===== src/hdl/cpd_pkg.sv =====
`default_nettype none
// ----------------------------------------------------------------------------
// cpd_pkg
// Shared widths, defaults and sequencer states of the point to convex
// polygon distance block.
// ----------------------------------------------------------------------------
package cpd_pkg;

  localparam int CoordW   = 16;  // signed Q8.8 coordinate
  localparam int DiffW    = 17;  // difference of two coordinates
  localparam int ProdW    = 34;  // product of two differences
  localparam int SumW     = 35;  // sum of two products
  localparam int NumW     = 33;  // projection numerator when 0 < num < den
  localparam int MagW     = 16;  // magnitude of an edge component
  localparam int DivNW    = MagW + NumW;
  localparam int QuotW    = 16;
  localparam int RootW    = 18;
  localparam int DistW    = 17;
  localparam int CountW   = 5;
  localparam int IndexW   = 4;
  localparam int MinCount = 3;

  localparam int MAX_VERTICES_DEF = 16;

  localparam logic REQ_LOAD  = 1'b0;
  localparam logic REQ_QUERY = 1'b1;

  typedef enum logic [3:0] {
    ST_IDLE,
    ST_LOAD0,
    ST_EDGE_A,
    ST_EDGE_M,
    ST_EDGE_S,
    ST_EDGE_P,
    ST_EDGE_W,
    ST_EDGE_Q,
    ST_EDGE_QM,
    ST_EDGE_QS,
    ST_FINAL,
    ST_SQRT,
    ST_DONE
  } state_t;

endpackage

`default_nettype wire


===== src/hdl/cpd_div.sv =====
`default_nettype none
// ----------------------------------------------------------------------------
// cpd_div
// Restoring divider, one quotient bit a cycle. The caller guarantees the
// quotient fits in QuotW bits (dividend < divisor << QuotW).
// ----------------------------------------------------------------------------
module cpd_div (
  input  wire logic                        clk,
  input  wire logic                        rst,
  input  wire logic                        start,
  input  wire logic [cpd_pkg::DivNW-1:0]   dividend,
  input  wire logic [cpd_pkg::NumW-1:0]    divisor,
  output logic      [cpd_pkg::QuotW-1:0]   quot,
  output logic                             done
);

  localparam int NW = cpd_pkg::NumW;
  localparam int QW = cpd_pkg::QuotW;

  logic [NW-1:0]         rem;
  logic [QW-1:0]         sh;
  logic [$clog2(QW+1)-1:0] cnt;
  logic                  busy;
  logic [NW:0]           trial;

  assign trial = {rem, sh[QW-1]};

  always_ff @(posedge clk) begin
    if (rst) begin
      busy <= 1'b0;
      done <= 1'b0;
      cnt  <= '0;
    end else begin
      done <= 1'b0;
      if (start) begin
        rem  <= dividend[cpd_pkg::DivNW-1:QW];
        sh   <= dividend[QW-1:0];
        cnt  <= ($clog2(QW+1))'(QW);
        busy <= 1'b1;
      end else if (busy) begin
        if (trial >= {1'b0, divisor}) begin
          rem  <= NW'(trial - {1'b0, divisor});
          quot <= {quot[QW-2:0], 1'b1};
        end else begin
          rem  <= trial[NW-1:0];
          quot <= {quot[QW-2:0], 1'b0};
        end
        sh  <= {sh[QW-2:0], 1'b0};
        cnt <= cnt - 1'b1;
        if (cnt == ($clog2(QW+1))'(1)) begin
          busy <= 1'b0;
          done <= 1'b1;
        end
      end
    end
  end

endmodule

`default_nettype wire


===== config.mk =====
export PLATFORM = sky130hd
export DESIGN_NAME = cpd_div
export DESIGN_NICKNAME = d
export VERILOG_FILES = /design/src/hdl/cpd_pkg.sv /design/src/hdl/cpd_div.sv
export SDC_FILE = /design/constraint.sdc
export NUM_CORES = 1
export LEC_CHECK = 0
export BUFFER_PORTS_ARGS = -buffer_cell sky130_fd_sc_hd__buf_4
export CAP_MARGIN = 10
export CORE_MARGIN = 1.5
export CORE_UTILIZATION = 50
export CTS_BUF_LIST = sky130_fd_sc_hd__clkbuf_8
export DETAILED_ROUTE_END_ITERATION = 7
export HOLD_SLACK_MARGIN = 0.06
export PLACE_DENSITY_LB_ADDON = 0.1
export SLEW_MARGIN = 10
export SYNTH_ARGS = -nofsm -noshare
export SYNTH_HDL_FRONTEND = slang
export SYNTH_SLANG_ARGS = --single-unit

===== constraint.sdc =====
create_clock -name clk -period 4.2 [get_ports clk]
set_input_delay 0 -clock clk [delete_from_list [all_inputs] [get_ports clk]]
set_output_delay 0 -clock clk [all_outputs]
set_load 0.01 [all_outputs]

; Word-level counts from Yosys, hierarchy flattened
; Index checks and enable logic that the tools add are counted.
[word_totals]
reg_bits = 72
inputBits = 85
output_inout_bits = 17
word_cells = 31
[op_classes]
muxes = 12
n_addsub = 2
bitwise = 3
n_reduce_logical = 5
n_lt_le_gt_ge = 1
n_eq_ne = 1
[op_table]
columns = op, n
row1 = $mux 33, 3
row2 = $ge 34x33->1, 1
row3 = $sub 33x33->33, 1
row4 = $mux 16, 2
row5 = $mux 5, 2
row6 = $eq 5x1->1 const B, 1
row7 = $mux 1, 5
row8 = $sub 5x1->5 const B, 1
row9 = $not 1->1, 3
row10 = $reduce_and 3->1, 1
row11 = $reduce_or 3->1, 1
row12 = $reduce_and 2->1, 1
row13 = $reduce_bool 2->1, 1
row14 = $reduce_or 2->1, 1

; Depth between registers and ports, before layout
[logic_depth]
depth_word = 4
ltp_mapped = 15
depth_no_buf = 13

; Worst setup path after synthesis
; No wires, ideal clock.
[synth_timing]
kind = input port to flip-flop
startpoint = in start
endpoint = reg rem[0], enable pin
setup_time_ns = 0.456
t_arrival_ns = 2.634
setup_slack_ns = 1.111
n_path_buf = 2
required_ns = 3.744
stages = 4
cell_sequence = clkbuf_1 > clkbuf_1 > nor2_1 > nor2_1
[synth_between]
elab_chain_cells = 2
[synth_lines]
columns = element, line_no
row1 = start: declaration, cpd_div.sv:10  ; input wire logic start,
row2 = $reduce_bool 2->1 (no line), --
row3 = $reduce_and 2->1 (no line), --
row4 = end signal: assignment, cpd_div.sv:36  ; rem <= dividend[cpd_pkg::DivNW-1:QW];
row5 = end signal: assignment, cpd_div.sv:42  ; rem <= NW'(trial - {1'b0, divisor});
row6 = end signal: assignment, cpd_div.sv:45  ; rem <= trial[NW-1:0];
row7 = end: declaration, cpd_div.sv:20  ; logic [NW-1:0] rem;
; Every way passes these cells.
; A chain may end at the register's enable or synchronous reset.

; Worst setup path after layout
[layout_timing]
startpoint = reg sh[15]
endpoint = reg rem[27] (data pin)
[layout_between]
elab_chain_cells = 4
elab_cells_between_ends = 5
cone_classes = 1 x add/sub / 1 x order compare / 3 x mux
[layout_lines]
columns = element, line_no
row1 = start: declaration, cpd_div.sv:21  ; logic [QW-1:0] sh;
row2 = start signal: assignment, cpd_div.sv:37  ; sh <= dividend[QW-1:0];
row3 = start signal: assignment, cpd_div.sv:48  ; sh <= {sh[QW-2:0], 1'b0};
row4 = $sub 33x33->33 / $ge 34x33->1 (equally long branches), "cpd_div.sv:42, cpd_div.sv:41"
row5 = $mux 33 *, cpd_div.sv:41  ; if (trial >= {1'b0, divisor}) begin
row6 = $mux 33 *, cpd_div.sv:40  ; end else if (busy) begin
row7 = $mux 33 *, cpd_div.sv:35  ; if (start) begin
; Mark *: on every way between the ends. The rest lies on a longest branch, timed or not. The select of a mux whose other input is x is not followed.

==> impl_results.rst <==
.. list-table::
   :header-rows: 1

   * - Metric
     - Value
   * - Async set or reset register ratio after synthesis
     - 0
   * - Register clock-pin slew on the reported worst setup and hold paths
     - 0.08 ns
   * - Leakage power figure
     - around 2.9 nW
   * - Post-route minimum period
     - 3.34 ns
   * - CP required
     - 4.32 ns
   * - Synthesis-to-layout area growth
     - 29.5%
   * - Category of the most critical setup path
     - flop to flop
   * - Power share of the combinational group
     - 0.354
   * - Count of final hold-check violations
     - 0
   * - Core box area
     - around 0.010 mm^2
   * - Register area share after synthesis
     - 0.403
   * - Global-route wire length before repair
     - 21600 um
   * - Ant diodes
     - 0
   * - Max transition margin
     - 0.228
   * - Total Neg Setup Slack
     - 0 ns
   * - Post-route DRC violation count
     - 0
   * - Total of buffers placed on input and output ports
     - about 100
   * - WP data arrival
     - between 3 and 4 ns
   * - Internal
     - 1.40 mW
   * - Count of cells resized by post-cts repair
     - 0
   * - CTS H-tree lvls
     - 3
   * - Number of library cell types mapped by synthesis
     - 64
   * - Max Clock Skew
     - slightly below 0.01 ns
   * - Worst hold slack
     - 0.206 ns
   * - Most used standard cell by instance count after synthesis
     - edfxtp_1
   * - Avg Vias per Cell
     - 5.53
   * - Detailed Routing Iterations Pass 1
     - 5
   * - I/O pin cnt
     - between 100 and 150
   * - Buffer levels on the longest clock path
     - 2
   * - Flip-flop cell with the highest count after synthesis
     - edfxtp_1
   * - Number of instances in the synthesized netlist
     - between 500 and 600
   * - Floorplan row count
     - 37
   * - Final #Nets
     - about 820
   * - Layer with the highest usage
     - met2
   * - Hold buffers post-CTS
     - 50
   * - Register-to-Register Path Depth
     - 13
   * - Global Route Usage Sum
     - 0.247
   * - Critical register-to-register path startpoint
     - sh[15]
   * - First-iteration detailed-routing DRC count
     - between 200 and 250
   * - Final design utilization
     - 0.660
   * - Fill cell instance count of the final layout
     - around 860
   * - Max Cap Violations
     - 0
   * - Clock buffer count from CTS
     - 9
   * - Number of flops mapped to enable cells by yosys
     - 65
   * - Global routing met1 resource utilization
     - 0.319
   * - Met3 usage in global routing
     - 0.0630
   * - Starting density of the core
     - 0.510
   * - Hold Startpoint
     - start
   * - Hold path endpoint
     - cnt[0]
   * - Unrepaired setup endpoints after global routing
     - no
   * - Reported net switching power
     - just over 0.7 mW
   * - Measured slew at the worst slew-check pin
     - ~1.2 ns
   * - Largest area contributor in the netlist
     - edfxtp_1
   * - Summed instance area of the synthesized netlist
     - about 0.0052 mm^2
   * - Max Transition Viols Final
     - 0
   * - Setup crit end kind
     - flop
   * - Fraction of final layout cells sized beyond drive strength 1
     - 0.210
   * - Post-detailed-routing wire length
     - around 13000 um
   * - Syn avg cell area
     - between 9 and 10 um^2
   * - Die boundary width
     - between 100 and 150 um
   * - Commonest cells post-synth
     - edfxtp_1 (65), nand2_1 (54), inv_1 (52)
   * - Routed len/inst
     - between 15 and 20 um
   * - Peak supply drop
     - approximately 250 uV
   * - Clock tree from TritonCTS
     - yes
   * - Top area cells in the synthesized netlist
     - edfxtp_1 (38%), ha_1 (8.4%), a21oi_1 (4.2%)
   * - Achievable Freq
     - approximately 300 MHz
   * - Destination of the worst register-to-register timing path
     - rem[27]
   * - Startpoint Class
     - flop
   * - Final GP Congestion
     - about 0.9
   * - Synthesized net count
     - 680
   * - Sequential power share
     - 0.417
   * - Class of the most critical hold timing path
     - input port to flop
   * - Post-DP HPWL
     - 9130 um
   * - ANT nets after route
     - 0
   * - Height of the chip
     - about 100 um
   * - Seq cells post-synth
     - around 70
   * - Critical-path maximum fanout
     - 28
   * - Reg2Reg Setup Slack
     - about 0.86 ns
   * - Total congestion overflow after global routing
     - 0
   * - Number of warnings issued by yosys
     - 0
   * - Initial antenna violation count
     - 0
   * - Worst-Skew Late Latency
     - between 0.3 and 0.4 ns
   * - Area share of the largest cell type after synthesis
     - 0.376
   * - Total power per unit cell area
     - between 300 and 400 mW/mm^2
   * - Buffer cell driving the clock tree root
     - clkbuf_8
   * - Largest net degree at the start of global routing
     - between 50 and 60
   * - Power after layout
     - 2.10 mW
   * - Total die area
     - roughly 0.011 mm^2
   * - CTS Sinks
     - 72
   * - Via count of the first global-routing pass
     - 4584
   * - Endpoints failing setup
     - 0
   * - Status
     - completed
   * - Sw Share
     - 0.337
   * - Clock power share
     - 0.229
   * - Depth of the worst hold-timing path
     - 2
   * - Fraction of met2 tracks used by global routing
     - 0.406
   * - Count of buffers added by post-CTS timing repair for setup
     - 0
   * - Share of the clock period used by the worst path after layout
     - 0.796
   * - Number of vias in the routed layout
     - ~4.7k
==> layer usage <==
metal / up-vias / share of wire / wire length [um]
met1: 2161 / 0.44 / 5890
li1: 2334 / - / -
met4: 0 / 0.018 / 233
met2: 141 / 0.48 / 6390
met5: - / 0 / 0
met3: 24 / 0.058 / 769
==> metrics by stage <==
step	setup slack, ns	std cells	area [um^2]
after floorplan	1.11	559	5190
after global placement	0.993	776	6060
after detailed placement	0.890	776	6060
after CTS	0.858	842	6720
after global routing	0.645	842	6720
final	0.858	842	6720
==> cell type report <==
| cell class | instances | area [um^2] | area share |
|---|---|---|---|
| clock inverter | 7 | 36.3 | 0.00540 |
| clock buffer | 9 | 124 | 0.0184 |
| sequential | 72 | 2090 | 0.311 |
| tap | 136 | 170 | 0.0253 |
| timing repair buffer | 157 | 1300 | 0.194 |
| inverter | 54 | 203 | 0.0301 |
| multi-input combinational | 407 | 2800 | 0.416 |
==> power by group through the flow <==
stage / Sequential, mW / Combinational, mW / Clock, mW
after floorplan: 0.886 / 0.508 / 0
after global placement: 0.889 / 0.690 / 0
after detailed placement: 0.892 / 0.697 / 0
after CTS: 0.876 / 0.740 / 0.498
after global routing: 0.882 / 0.825 / 0.523
final: 0.877 / 0.746 / 0.482
==> registers in the layout, summed over array words and instances (netlist names) <==
| register | count |
|---|---|
| busy | 1 |
| cnt | 5 |
| done | 1 |
| quot | 16 |
| rem | 33 |
| sh | 16 |
==> logic make-up (layout without fill, tap and decap cells) <==
logic type,after synthesis,count (layout),synth area share
adder cells (fa/ha/maj),36,36,0.0882
flip-flops,72,72,0.403
multiplexers,21,21,0.0443
XOR/XNOR,26,26,0.0439
AND/OR/NAND/NOR,162,162,0.151
buffers and inverters,80,227,0.0612
AO/OA/AOI/OAI,162,162,0.208
==> layout by cell type, fill, tap and decap left out, types with 4 or more instances in the layout <==
master and count:
buf_4 107, edfxtp_1 65, inv_1 56, nand2_1 54, dlygate4sd3_1 50, a21oi_1 44, nor2_1 39, ha_1 35
o21ai_0 32, xnor2_1 20, mux2_2 16, a31oi_1 14, a21o_1 14, nand3_1 14, nor3_1 11, clkbuf_8 9
nand4_1 7, a211oi_1 7, dfxtp_1 7, and3_1 6, o211ai_1 6, xor2_1 6, a2bb2oi_1 6, and2_1 5
o21bai_1 5, o31ai_1 5, mux2i_1 5, nand2b_1 4, a221o_1 4
==> worst max-delay path: stages, from the launching register on <==
cell,delay [ns]
edfxtp_1,0.40
inv_1,0.08
ha_1,0.16
inv_1,0.05
fa_1,0.41
a21oi_2,0.22
o211ai_2,0.14
a21oi_2,0.25
o31a_4,0.20
a311oi_4,0.14
nor2_2,0.16
buf_4,0.33
nor2_1,0.20
a221o_1,0.35
==> how the worst max path moves through the flow <==
stage | startpoint | to | slack (ns) | cells past startpoint
after floorplan | start | rem[0] | 1.11 | 4
after global placement | sh[15] | rem[27] | 0.99 | 13
after detailed placement | sh[15] | rem[16] | 0.89 | 13
after CTS | sh[15] | rem[16] | 0.86 | 13
after global routing | sh[15] | rem[23] | 0.65 | 13
final | sh[15] | rem[27] | 0.86 | 13
No activity file was read; power rests on OpenSTA's default activity.
