`config.mk`:
```
export PLATFORM = sky130hd
export DESIGN_NAME = cpd_sqrt
export DESIGN_NICKNAME = d
export VERILOG_FILES = /design/src/hdl/cpd_pkg.sv /design/src/hdl/cpd_sqrt.sv
export SDC_FILE = /design/constraint.sdc
export NUM_CORES = 1
export LEC_CHECK = 0
export BUFFER_PORTS_ARGS = -buffer_cell sky130_fd_sc_hd__buf_2
export CAP_MARGIN = 5
export CORE_ASPECT_RATIO = 2
export CORE_UTILIZATION = 45
export CTS_CLUSTER_SIZE = 24
export DETAILED_ROUTE_END_ITERATION = 10
export PLACE_DENSITY = 0.67
export SLEW_MARGIN = 0
export SYNTH_ARGS = -nofsm -noshare
export SYNTH_HDL_FRONTEND = slang
export SYNTH_SLANG_ARGS = --single-unit
```
`constraint.sdc`:
```
create_clock -name clk -period 4.4 [get_ports clk]
set_input_delay 0.44 -clock clk [delete_from_list [all_inputs] [get_ports clk]]
set_output_delay 0.44 -clock clk [all_outputs]
set_load 0.005 [all_outputs]
```
`src/hdl/cpd_pkg.sv`:
```
`default_nettype none
// ----------------------------------------------------------------------------
// cpd_pkg
// Shared widths, defaults and sequencer states of the point to convex
// polygon distance block.
// ----------------------------------------------------------------------------
package cpd_pkg;

  localparam int CoordW   = 16;  // signed Q8.8 coordinate
  localparam int DiffW    = 17;  // difference of two coordinates
  localparam int ProdW    = 34;  // product of two differences
  localparam int SumW     = 35;  // sum of two products
  localparam int NumW     = 33;  // projection numerator when 0 < num < den
  localparam int MagW     = 16;  // magnitude of an edge component
  localparam int DivNW    = MagW + NumW;
  localparam int QuotW    = 16;
  localparam int RootW    = 18;
  localparam int DistW    = 17;
  localparam int CountW   = 5;
  localparam int IndexW   = 4;
  localparam int MinCount = 3;

  localparam int MAX_VERTICES_DEF = 16;

  localparam logic REQ_LOAD  = 1'b0;
  localparam logic REQ_QUERY = 1'b1;

  typedef enum logic [3:0] {
    ST_IDLE,
    ST_LOAD0,
    ST_EDGE_A,
    ST_EDGE_M,
    ST_EDGE_S,
    ST_EDGE_P,
    ST_EDGE_W,
    ST_EDGE_Q,
    ST_EDGE_QM,
    ST_EDGE_QS,
    ST_FINAL,
    ST_SQRT,
    ST_DONE
  } state_t;

endpackage

`default_nettype wire

```
`src/hdl/cpd_sqrt.sv`:
```
`default_nettype none
// ----------------------------------------------------------------------------
// cpd_sqrt
// Digit-by-digit integer square root, one root bit a cycle, floor result.
// ----------------------------------------------------------------------------
module cpd_sqrt (
  input  wire logic                       clk,
  input  wire logic                       rst,
  input  wire logic                       start,
  input  wire logic [cpd_pkg::SumW-1:0]   radicand,
  output logic      [cpd_pkg::RootW-1:0]  root,
  output logic                            done
);

  localparam int RW = cpd_pkg::RootW;
  localparam int VW = 2 * RW;
  localparam int RemW = RW + 4;

  logic [VW-1:0]           sh;
  logic [RemW-1:0]         rem;
  logic [$clog2(RW+1)-1:0] cnt;
  logic                    busy;
  logic [RemW-1:0]         rem_sh;
  logic [RemW-1:0]         trial;

  assign rem_sh = {rem[RemW-3:0], sh[VW-1:VW-2]};
  assign trial  = RemW'({root, 2'b01});

  always_ff @(posedge clk) begin
    if (rst) begin
      busy <= 1'b0;
      done <= 1'b0;
      cnt  <= '0;
    end else begin
      done <= 1'b0;
      if (start) begin
        sh   <= VW'(radicand);
        rem  <= '0;
        root <= '0;
        cnt  <= ($clog2(RW+1))'(RW);
        busy <= 1'b1;
      end else if (busy) begin
        if (rem_sh >= trial) begin
          rem  <= rem_sh - trial;
          root <= {root[RW-2:0], 1'b1};
        end else begin
          rem  <= rem_sh;
          root <= {root[RW-2:0], 1'b0};
        end
        sh  <= {sh[VW-3:0], 2'b00};
        cnt <= cnt - 1'b1;
        if (cnt == ($clog2(RW+1))'(1)) begin
          busy <= 1'b0;
          done <= 1'b1;
        end
      end
    end
  end

endmodule

`default_nettype wire

```
Word-level counts from Yosys, hierarchy flattened
Cells that the tools add are included.

word-level totals
  register bits after elaboration = 81
  bits of input ports = 38
  output and inout port bits = 19

cells by class
  add/subtract/negate cells = 2
  $lt $le $gt $ge = 1
  eq/ne operators = 1
  multiplexer cells = 12
  bitwise gates (word level) = 2
  reduce and logical (&&, ||, !) cells = 4

operators by type and width
  cell                                                                    count
  20-bit two-way mux                                                      2
  36-bit two-way mux                                                      1
  35-bit two-way mux                                                      1
  22-bit by 20-bit >= comparator with 1-bit output                        1
  20-bit subtractor                                                       1
  18-bit two-way mux                                                      1
  5-bit two-way mux                                                       2
  5-bit by 1-bit equality test with 1-bit output (second input constant)  1
  1-bit two-way mux                                                       5
  5-bit by 1-bit subtractor with 5-bit output (second input constant)     1
  3-bit OR reduction                                                      1
  1-bit inverter                                                          2
  2-bit AND reduction                                                     1
  2-bit nonzero test                                                      1
  2-bit OR reduction                                                      1

Logic depth before layout (Yosys ltp)
Gate-level depths: netlist of the first run.

  depth after elaboration = 4
  mapped depth = 10
  gate-level depth less buffers = 8

Worst setup path before layout of the first run
Ideal clock, no wire load.

  kind = input to register
  from = in start
  to = reg rem[0] (enable)
  setup time = 506 ps
  arrival = 3925 ps
  setup slack = -32 ps
  stages on the path = 4
  buffers on the path = 2
  cells stage by stage = clkbuf_1 > buf_6 > nor2_1 > nor2_1

between the ends
  word-level cells in the longest chain between the ends = 2

RTL lines
  what                                  line            text
  start, declared                       cpd_sqrt.sv:9   input wire logic start,
  2-bit nonzero test (no source line)   -
  2-bit AND reduction (no source line)  -
  end signal, assigned                  cpd_sqrt.sv:44  rem <= rem_sh - trial;
  end signal, assigned                  cpd_sqrt.sv:47  rem <= rem_sh;
  end, declared                         cpd_sqrt.sv:20  logic [RemW-1:0] rem;

No other way between the ends.
A chain may end at the register's enable or synchronous reset.

Final worst setup path of the first run
  from = reg root[0] (netlist name)
  to = reg rem[1], data pin

between the ends
  word-level cells in the longest chain between the ends = 3

RTL lines
  what                                              line            text
  start, declared                                   cpd_sqrt.sv:11  output logic [cpd_pkg::RootW-1:0] root,
  start signal, assigned                            cpd_sqrt.sv:45  root <= {root[RW-2:0], 1'b1};
  start signal, assigned                            cpd_sqrt.sv:48  root <= {root[RW-2:0], 1'b0};
  22-bit by 20-bit >= comparator with 1-bit output  cpd_sqrt.sv:43  if (rem_sh >= trial) begin
  20-bit two-way mux                                cpd_sqrt.sv:43
  20-bit two-way mux                                cpd_sqrt.sv:42  end else if (busy) begin

No other way between the ends. The select of a mux whose other input is x is not followed.

==> flow_metrics.env, run 1 <==
export IMPL_design_area_um2=5310
export IMPL_use_met1=0.210
export IMPL_synth_area_um2=4690
export IMPL_die_height_um=146
export IMPL_htree_levels=3
export IMPL_core_um2=10100
export IMPL_dr_pass1_iters=4
export IMPL_setup_viol=0
export IMPL_worstSetupEndpointType="flop"
export IMPL_peakVddDrop_uv=314
export IMPL_overflow=0
export IMPL_drive_above_1_share=0.269
export IMPL_finalHoldViolCount=0
export IMPL_synth_warning_count=0
export IMPL_whs_ps=387
export IMPL_worst_clock_skew_ps=11.9
export IMPL_synth_top_area_cell="edfxtp_1"
export IMPL_final_nets=512
export IMPL_leakagePower_nw=2.04
export IMPL_synth_async_reset_ratio=0
export IMPL_cp_arrival_ps=3140
export IMPL_drc_errors=0
export IMPL_ff2ff_setup_slack_ps=1410
export IMPL_die_area_um2=10900
export IMPL_worst_pin_slew_ps=975
export IMPL_grt_max_degree=44
export IMPL_grt_pass1_vias=3418
export IMPL_path_class="reg -> reg"
export IMPL_drt_iter0_markers=299
export IMPL_die_x_um=74.2
export IMPL_worstPathRequired_ps=4560
export IMPL_cts_resized=0
export IMPL_cpLargestDelayFamily="compound AO/OA/AOI/OAI gates"
export IMPL_numCtsBuffers=9
export IMPL_p_per_area_nw_per_um2=414
export IMPL_diodes=0
export IMPL_slowest_stage="o311ai_4"
export IMPL_max_cap_violations=0
export IMPL_hp_class="in -> reg"
export IMPL_synthDistinctLibCells=65
export IMPL_crit_fanout=18
export IMPL_drtAntennaViolNets=0
export IMPL_placedInstanceArea_um2=4990
export IMPL_syn_area_per_cell_um2=11.5
export IMPL_insertion_delay_ps=340
export IMPL_slew_headroom=0.348
export IMPL_cts_max_path_buffers=2
export IMPL_start_util=0.462
export IMPL_ys_top_cells_by_area="edfxtp_1, mux2_2, ha_1"
export IMPL_synthTopCellsByCount="edfxtp_1, a21oi_1, mux2_2, inv_1, nor2_1"
export IMPL_synth_edf_count=74
export IMPL_portBuffers=56
export IMPL_startpoint_type="flop"
export IMPL_gp_congestion=0.941
export IMPL_clkSinkCount=81
export IMPL_avgRoutedWirePerCell_um=17.0
export IMPL_fillers=927
export IMPL_ys_seq_area_frac=0.504
export IMPL_grtUsageTotal=0.201
export IMPL_busiest_layer="met2"
export IMPL_status="completed"
export IMPL_layout_core_utilization=0.523
export IMPL_avgViaCountPerCell=5.72
export IMPL_cts_setup_buffers=0
export IMPL_ys_flop_type="edfxtp_1"
export IMPL_power_total_mw=2.20
export IMPL_synth_top_cell_area_share=0.474
export IMPL_syn2layout_area_growth_pct=13.2
export IMPL_vias=3387
export IMPL_met3_usage=0.0366
export IMPL_ys_ff_latch=81
export IMPL_hpwl_um=7340
export IMPL_rsz0062_at_grt="no"
export IMPL_critPathBufInv=1
export IMPL_grt_pass1_wl_um=16200
export IMPL_finalMaxSlewViolations=0
export IMPL_cts_hold_buf=0
export IMPL_path_clk_slew_ps=60
export IMPL_path_cells="inv_1 > ha_1 > and2b_2 > o2111ai_4 > a2111oi_4 > o311ai_4 > nand2_1 > a211oi_1"
export IMPL_fin_crit_sh=0.679
export IMPL_tns_ps=0
export IMPL_synth_net_count=466
export IMPL_wl_um=10100
export IMPL_slowest_delay_ps=790
export IMPL_cts_tree="done"
export IMPL_timing_fmax_mhz=335
export IMPL_met2_usage=0.355
export IMPL_rows=52
export IMPL_syn_instance_count=406
export IMPL_finalCriticalPeriod_ps=2990
export IMPL_antenna_found_initial=0
export IMPL_io_pins=57
export IMPL_yosysMostFrequentCell="edfxtp_1"
export IMPL_cts_root_buf="clkbuf_16"
sequential cells by signal, indices dropped and copies added (netlist names):
| name | cells |
|---|---|
| sh | 36 |
| rem | 20 |
| root | 18 |
| cnt | 5 |
| busy | 1 |
| done | 1 |
stage by stage:
| step | std cells | setup WS [ps] |
|---|---|---|
| after floorplan | 406 | 1210 |
| after global placement | 576 | 1550 |
| after detailed placement | 576 | 1420 |
| after CTS | 592 | 1390 |
| after global routing | 592 | 1170 |
| final | 592 | 1410 |
path summary, 6_finish.rpt:
| path | start | end | cells after the start |
|---|---|---|---|
| max reg2reg | root[0] | rem[1] | 8 |
| min | radicand[1] | sh[1] | 2 |
| max | root[0] | rem[1] | 8 |
| min reg2reg | sh[33] | sh[35] | 1 |
power by group:
part | total (mW) | leakage (nW) | switching (mW) | internal (mW)
logic | 0.457 | 1.12 | 0.267 | 0.189
clock network | 0.794 | 0.154 | 0.296 | 0.497
registers | 0.945 | 0.774 | 0.0285 | 0.917
area by class of cell:
cell class,instances,area (um2),area share
sequential,81,2360,0.445
multi-input combinational,277,2060,0.389
timing repair buffer,58,308,0.0580
clock buffer,11,233,0.0439
tap,135,169,0.0318
inverter,25,93.8,0.0177
clock inverter,5,78.8,0.0149
worst register-to-register path, stage by stage (launching register included):
cell and delay [ps]:
edfxtp_1 390, inv_1 100, ha_1 290, and2b_2 250, o2111ai_4 270, a2111oi_4 170, o311ai_4 790, nand2_1 250
a211oi_1 290
routing by layer:
metal | share of wire | wire, um | vias up
li1 | - | - | 1620
met1 | 0.36 | 3660 | 1635
met2 | 0.56 | 5610 | 98
met3 | 0.031 | 312 | 34
met4 | 0.050 | 505 | 0
met5 | 0 | 0 | -
cell families after synthesis:
kind of cell	count (synthesis)	share of synthesized area
simple gates	102	0.112
buf+inv	48	0.0577
fa+ha+maj	22	0.0587
compound gates	105	0.160
mux	35	0.0838
xor+xnor	13	0.0243
flops	81	0.504
placed cells by master (no fill, tap or decap), drive strengths merged, types with 3 or more instances in the layout:
cell type / count
a2111oi: 3
a211oi: 6
a21o: 8
a21oi: 36
and2: 6
and3: 7
and4: 3
buf: 58
clkbuf: 11
dfxtp: 7
edfxtp: 74
ha: 22
inv: 26
mux2: 34
nand2: 17
nand3: 21
nor2: 25
nor3: 9
o211ai: 5
o21a: 3
o21ai: 25
xnor2: 9
xor2: 4
(Power assumes the default switching activity.)
==> inputs of run 2 (changes only) <==
--- a/config.mk
+++ b/config.mk
@@ -11,7 +11,6 @@
 export CORE_UTILIZATION = 45
 export CTS_CLUSTER_SIZE = 24
 export DETAILED_ROUTE_END_ITERATION = 10
-export PLACE_DENSITY = 0.67
 export SLEW_MARGIN = 0
 export SYNTH_ARGS = -nofsm -noshare
 export SYNTH_HDL_FRONTEND = slang
==> constraint.sdc (replaced) <==
create_clock -name clk -period 2.8 [get_ports clk]
set_input_delay 0.28 -clock clk [delete_from_list [all_inputs] [get_ports clk]]
set_output_delay 0.28 -clock clk [all_outputs]
set_load 0.005 [all_outputs]
==> run 2 against run 1 <==
  * Total power grew 57%
  * Largest power group unchanged
  * Clock skew shrank 6.4 ps
  * First-iteration DRC count shrank 38%
  * Critical endpoint is now rem[15]
==> flow_metrics.env, run 2 (synthesis results as in run 1) <==
export IMPL_setup_viol=0
export IMPL_antenna_found_initial=0
export IMPL_finalCriticalPeriod_ps=2680
export IMPL_rows=52
export IMPL_slowest_delay_ps=560
export IMPL_die_x_um=74.2
export IMPL_grt_pass1_wl_um=17200
export IMPL_gp_congestion=0.855
export IMPL_final_cell_mix="edfxtp_1, buf_2, mux2_2, a21oi_1, inv_1"
export IMPL_leakagePower_nw=2.10
export IMPL_busiest_layer="met2"
export IMPL_io_pins=57
export IMPL_p_clk_frac=0.348
export IMPL_grt_pass1_vias=3551
export IMPL_fin_cells=607
export IMPL_die_height_um=146
export IMPL_portBuffers=56
export IMPL_overflow=0
export IMPL_design_area_um2=5400
export IMPL_dr_pass1_iters=4
export IMPL_peakVddDrop_uv=410
export IMPL_placedInstanceArea_um2=5090
export IMPL_die_area_um2=10900
export IMPL_path_clk_slew_ps=60
export IMPL_crit_top_cell="buf_4"
export IMPL_worst_pin_slew_ps=648
export IMPL_timing_fmax_mhz=374
export IMPL_clkSinkCount=81
export IMPL_worstSetupEndpointType="flop"
export IMPL_drt_iter0_markers=186
export IMPL_drc_errors=0
export IMPL_path_class="reg -> reg"
export IMPL_grt_max_degree=49
export IMPL_combPwrFrac=0.220
export IMPL_whs_ps=226
export IMPL_diodes=0
export IMPL_met2_usage=0.381
export IMPL_drive_above_1_share=0.297
export IMPL_cts_root_buf="clkbuf_16"
export IMPL_drtAntennaViolNets=0
export IMPL_hp_class="in -> reg"
export IMPL_final_common_cell="edfxtp_1"
export IMPL_start_util=0.462
export IMPL_fin_crit_sh=0.956
export IMPL_path_cells="inv_1 > ha_1 > and2b_2 > o2111ai_4 > a2111oi_4 > buf_4 > o311ai_4 > buf_4 > a21oi_2 > o2bb2ai_1"
export IMPL_worstPathRequired_ps=2980
export IMPL_cts_tree="done"
export IMPL_slowest_stage="a2111oi_4"
export IMPL_cts_max_path_buffers=2
export IMPL_vias=3399
export IMPL_fillers=956
export IMPL_finalHoldViolCount=0
export IMPL_worst_clock_skew_ps=5.50
export IMPL_insertion_delay_ps=340
export IMPL_avgRoutedWirePerCell_um=17.4
export IMPL_met3_usage=0.0297
export IMPL_layout_core_utilization=0.532
export IMPL_wl_um=10600
export IMPL_final_nets=527
export IMPL_syn2layout_area_growth_pct=15.2
export IMPL_largest_register_ffs=36
export IMPL_finalMaxSlewViolations=0
export IMPL_status="completed"
export IMPL_ff2ff_setup_slack_ps=120
export IMPL_avgViaCountPerCell=5.60
export IMPL_cp_arrival_ps=2850
export IMPL_power_total_mw=3.44
export IMPL_crit_fanout=7
export IMPL_layout_setup_ws_ps=123
export IMPL_power_internal_mw=2.46
export IMPL_regMostFlops="sh"
export IMPL_grtUsageTotal=0.212
export IMPL_use_met1=0.221
export IMPL_netSwitchingFraction=0.285
export IMPL_p_per_area_nw_per_um2=637
export IMPL_core_um2=10100
export IMPL_dp_slack_ps=153
export IMPL_startpoint_type="flop"
export IMPL_tns_ps=0
export IMPL_p_seq_frac=0.432
export IMPL_reg_top3="sh: 36 flops, rem: 20 flops, root: 18 flops"
export IMPL_htree_levels=3
export IMPL_slew_headroom=0.557
export IMPL_netSwitchingPower_uw=979
export IMPL_hpwl_um=7820
export IMPL_dp_cells=590
export IMPL_numCtsBuffers=9
export IMPL_max_cap_violations=0
==> run 2: cell count changes in the layout (fill, tap and decap cells not counted) <==
cell | before | now
buf_4 | 1 | 17
clkbuf_1 | 2 | 0
clkinv_2 | 2 | 0
clkinv_4 | 0 | 2
buf_12 | 1 | 0
bufinv_16 | 2 | 1
clkinv_1 | 0 | 1
clkinvlp_4 | 0 | 1
inv_6 | 1 | 2
o21ai_1 | 3 | 2
o21ai_2 | 0 | 1
==> run 2: critical path: cells and delay by family (launching register included) <==
kind	cells	cell delay, ps
compound gates	5	1180
fa+ha+maj	1	210
buf+inv	3	480
simple gates	1	260
flops	1	390
==> run 2: layer usage <==
metal	vias up	share of wire	wire length, um
met2	84	0.56	5940
met3	34	0.025	266
li1	1651	-	-
met1	1630	0.36	3850
met4	0	0.050	525
met5	-	0	0
==> run 2: final timing paths <==
kind	startpoint	to	cells after the start
worst max-delay path	sh[35]	rem[15]	10
worst min-delay path	radicand[1]	sh[1]	2
worst max register to register	sh[35]	rem[15]	10
worst min register to register	sh[33]	sh[35]	1
==> run 2: final cells by class <==
class	instances	area, um2	area share
Timing Repair Buffer	73	408	0.0755
Inverter	25	93.8	0.0174
Clock inverter	7	76.3	0.0141
Multi-Input combinational cell	277	2070	0.383
Clock buffer	9	225	0.0417
Tap cell	135	169	0.0313
Sequential cell	81	2360	0.437
==> run 2: power by group through the flow <==
stage | sequential (mW) | clock (mW) | combinational, mW
after floorplan | 1.50 | 0 | 0.561
after global placement | 1.51 | 0 | 0.742
after detailed placement | 1.51 | 0 | 0.749
after CTS | 1.48 | 1.22 | 0.755
after global routing | 1.49 | 1.27 | 0.831
final | 1.48 | 1.20 | 0.757
==> run 2: what timing repair did <==
action	CTS	global route
resized for setup	0	1
setup endpoints to repair	0	3
buffers inserted	0	1
hold buffers	0	0
==> inputs of run 3 (changes only) <==
--- a/config.mk
+++ b/config.mk
@@ -7,10 +7,13 @@
 export LEC_CHECK = 0
 export BUFFER_PORTS_ARGS = -buffer_cell sky130_fd_sc_hd__buf_2
 export CAP_MARGIN = 5
+export CELL_PAD_IN_SITES_DETAIL_PLACEMENT = 1
+export CELL_PAD_IN_SITES_GLOBAL_PLACEMENT = 1
 export CORE_ASPECT_RATIO = 2
 export CORE_UTILIZATION = 45
 export CTS_CLUSTER_SIZE = 24
 export DETAILED_ROUTE_END_ITERATION = 10
+export PLACE_DENSITY_LB_ADDON = 0.1
 export SLEW_MARGIN = 0
 export SYNTH_ARGS = -nofsm -noshare
 export SYNTH_HDL_FRONTEND = slang
==> run 3 against run 2 <==
  * Maximum frequency decreased by 3.2%
  * Non-clock buffer count increased by 4
  * Utilization increased by 0.31 points
  * Register-to-register slack got worse by 90 ps
  * Final cell count increased by 0.66%
  * Critical path type unchanged
  * Critical endpoint is now rem[16]
  * Largest power group unchanged
==> flow_metrics.env, run 3 (synthesis results as in run 1) <==
export IMPL_hpwl_um=8800
export IMPL_drt_iter0_markers=175
export IMPL_clkSinkCount=81
export IMPL_cts_tree="done"
export IMPL_grtUsageTotal=0.241
export IMPL_drive_above_1_share=0.307
export IMPL_gp_congestion=0.904
export IMPL_max_cap_violations=0
export IMPL_path_class="reg -> reg"
export IMPL_worst_pin_slew_ps=657
export IMPL_regMostFlops="sh"
export IMPL_peakVddDrop_uv=436
export IMPL_vias=3468
export IMPL_grt_pass1_vias=3902
export IMPL_power_total_mw=3.43
export IMPL_avgRoutedWirePerCell_um=19.8
export IMPL_start_util=0.462
export IMPL_slew_headroom=0.550
export IMPL_largest_register_ffs=36
export IMPL_fin_cells=611
export IMPL_dr_pass1_iters=5
export IMPL_startpoint_type="flop"
export IMPL_die_x_um=74.2
export IMPL_finalCriticalPeriod_ps=2770
export IMPL_path_clk_slew_ps=70
export IMPL_syn2layout_area_growth_pct=15.9
export IMPL_fin_crit_sh=0.988
export IMPL_worst_clock_skew_ps=8.80
export IMPL_drtAntennaViolNets=0
export IMPL_numCtsBuffers=9
export IMPL_htree_levels=3
export IMPL_hp_class="in -> reg"
export IMPL_grt_max_degree=39
export IMPL_wl_um=12100
export IMPL_worstSetupEndpointType="flop"
export IMPL_cts_root_buf="clkbuf_16"
export IMPL_setup_viol=0
export IMPL_final_common_cell="edfxtp_1"
export IMPL_io_pins=57
export IMPL_reg_top3="sh: 36 flops, rem: 20 flops, root: 18 flops"
export IMPL_final_nets=531
export IMPL_insertion_delay_ps=340
export IMPL_grt_pass1_wl_um=19300
export IMPL_portBuffers=56
export IMPL_overflow=0
export IMPL_rows=52
export IMPL_timing_fmax_mhz=361
export IMPL_cts_hold_buf=0
export IMPL_finalMaxSlewViolations=0
export IMPL_worstPathRequired_ps=2900
export IMPL_cp_arrival_ps=2870
export IMPL_status="completed"
export IMPL_crit_fanout=6
export IMPL_cts_max_path_buffers=2
export IMPL_leakagePower_nw=2.12
export IMPL_p_per_area_nw_per_um2=631
export IMPL_diodes=0
export IMPL_final_cell_mix="edfxtp_1, buf_2, mux2_2, a21oi_1, inv_1"
export IMPL_core_um2=10100
export IMPL_dp_cells=592
export IMPL_avgViaCountPerCell=5.68
export IMPL_die_height_um=146
export IMPL_antenna_found_initial=0
export IMPL_drc_errors=0
export IMPL_finalHoldViolCount=0
export IMPL_die_area_um2=10900
==> run 3: changes by cell type in the layout (fill, tap and decap cells not counted) <==
cell / before / now
o21ai_1: 2 / 3
o21ai_0: 22 / 21
clkinv_1: 1 / 0
ha_2: 0 / 1
buf_12: 0 / 1
clkinv_4: 2 / 3
buf_4: 17 / 20
ha_1: 22 / 21
inv_8: 0 / 1
bufinv_16: 1 / 0
==> run 3: worst paths after layout <==
| kind | from | endpoint | slack, ps | depth (start not counted) |
|---|---|---|---|---|
| setup / recovery | root[0] | rem[16] | 30 | 9 |
| hold / removal | radicand[0] | sh[0] | 230 | 2 |
| setup reg to reg | root[0] | rem[16] | 30 | 9 |
| hold reg to reg | sh[33] | sh[35] | 540 | 1 |
==> run 3: timing repair <==
item	in CTS	in global routing
setup endpoints to repair	0	7
buffers inserted	0	3
resized for setup	0	3
==> run 3: report_power, final <==
part           leakage [nW]  total (mW)  internal, mW  switching [mW]
clock                 0.139        1.15         0.618           0.532
combinational          1.20       0.790         0.332           0.459
sequential            0.774        1.49          1.44          0.0474
==> run 3: critical path: stages (launching register included) <==
cell and delay (ps):
edfxtp_1 420, inv_1 100, ha_1 250, and2b_2 230, o2111ai_4 270, a2111oi_4 130, buf_12 150, o311a_2 370
or3_1 360, a31o_1 240
==> run 3: stage by stage <==
| step | area, um2 | setup TNS, ps | hold WS, ps | worst slack [ps] | util |
|---|---|---|---|---|---|
| after floorplan | 4690 | 0 | 484 | 292 | - |
| after global placement | 5100 | 0 | 516 | 183 | 0.503 |
| after detailed placement | 5100 | 0 | 523 | 102 | 0.503 |
| after CTS | 5390 | 0 | 222 | 28.8 | 0.531 |
| after global routing | 5430 | -9.07 | 226 | -9.07 | 0.535 |
| final | 5430 | 0 | 225 | 33.4 | 0.535 |
==> run 3: layout make-up <==
cell class | count | area (um2)
multi-input cells | 277 | 2070
clock inverters | 7 | 62.6
clock buffers | 9 | 225
flip-flops and latches | 81 | 2360
fillers | 1131 | 4720
repair buffers | 77 | 450
well taps | 135 | 169
inverters | 25 | 93.8
==> run 3: per-layer routing <==
metal / global-route usage / part of all wire
met1: 0.244 / 0.36
met2: 0.445 / 0.57
met3: 0.0345 / 0.022
met4: 0.136 / 0.047
met5: 0 / 0
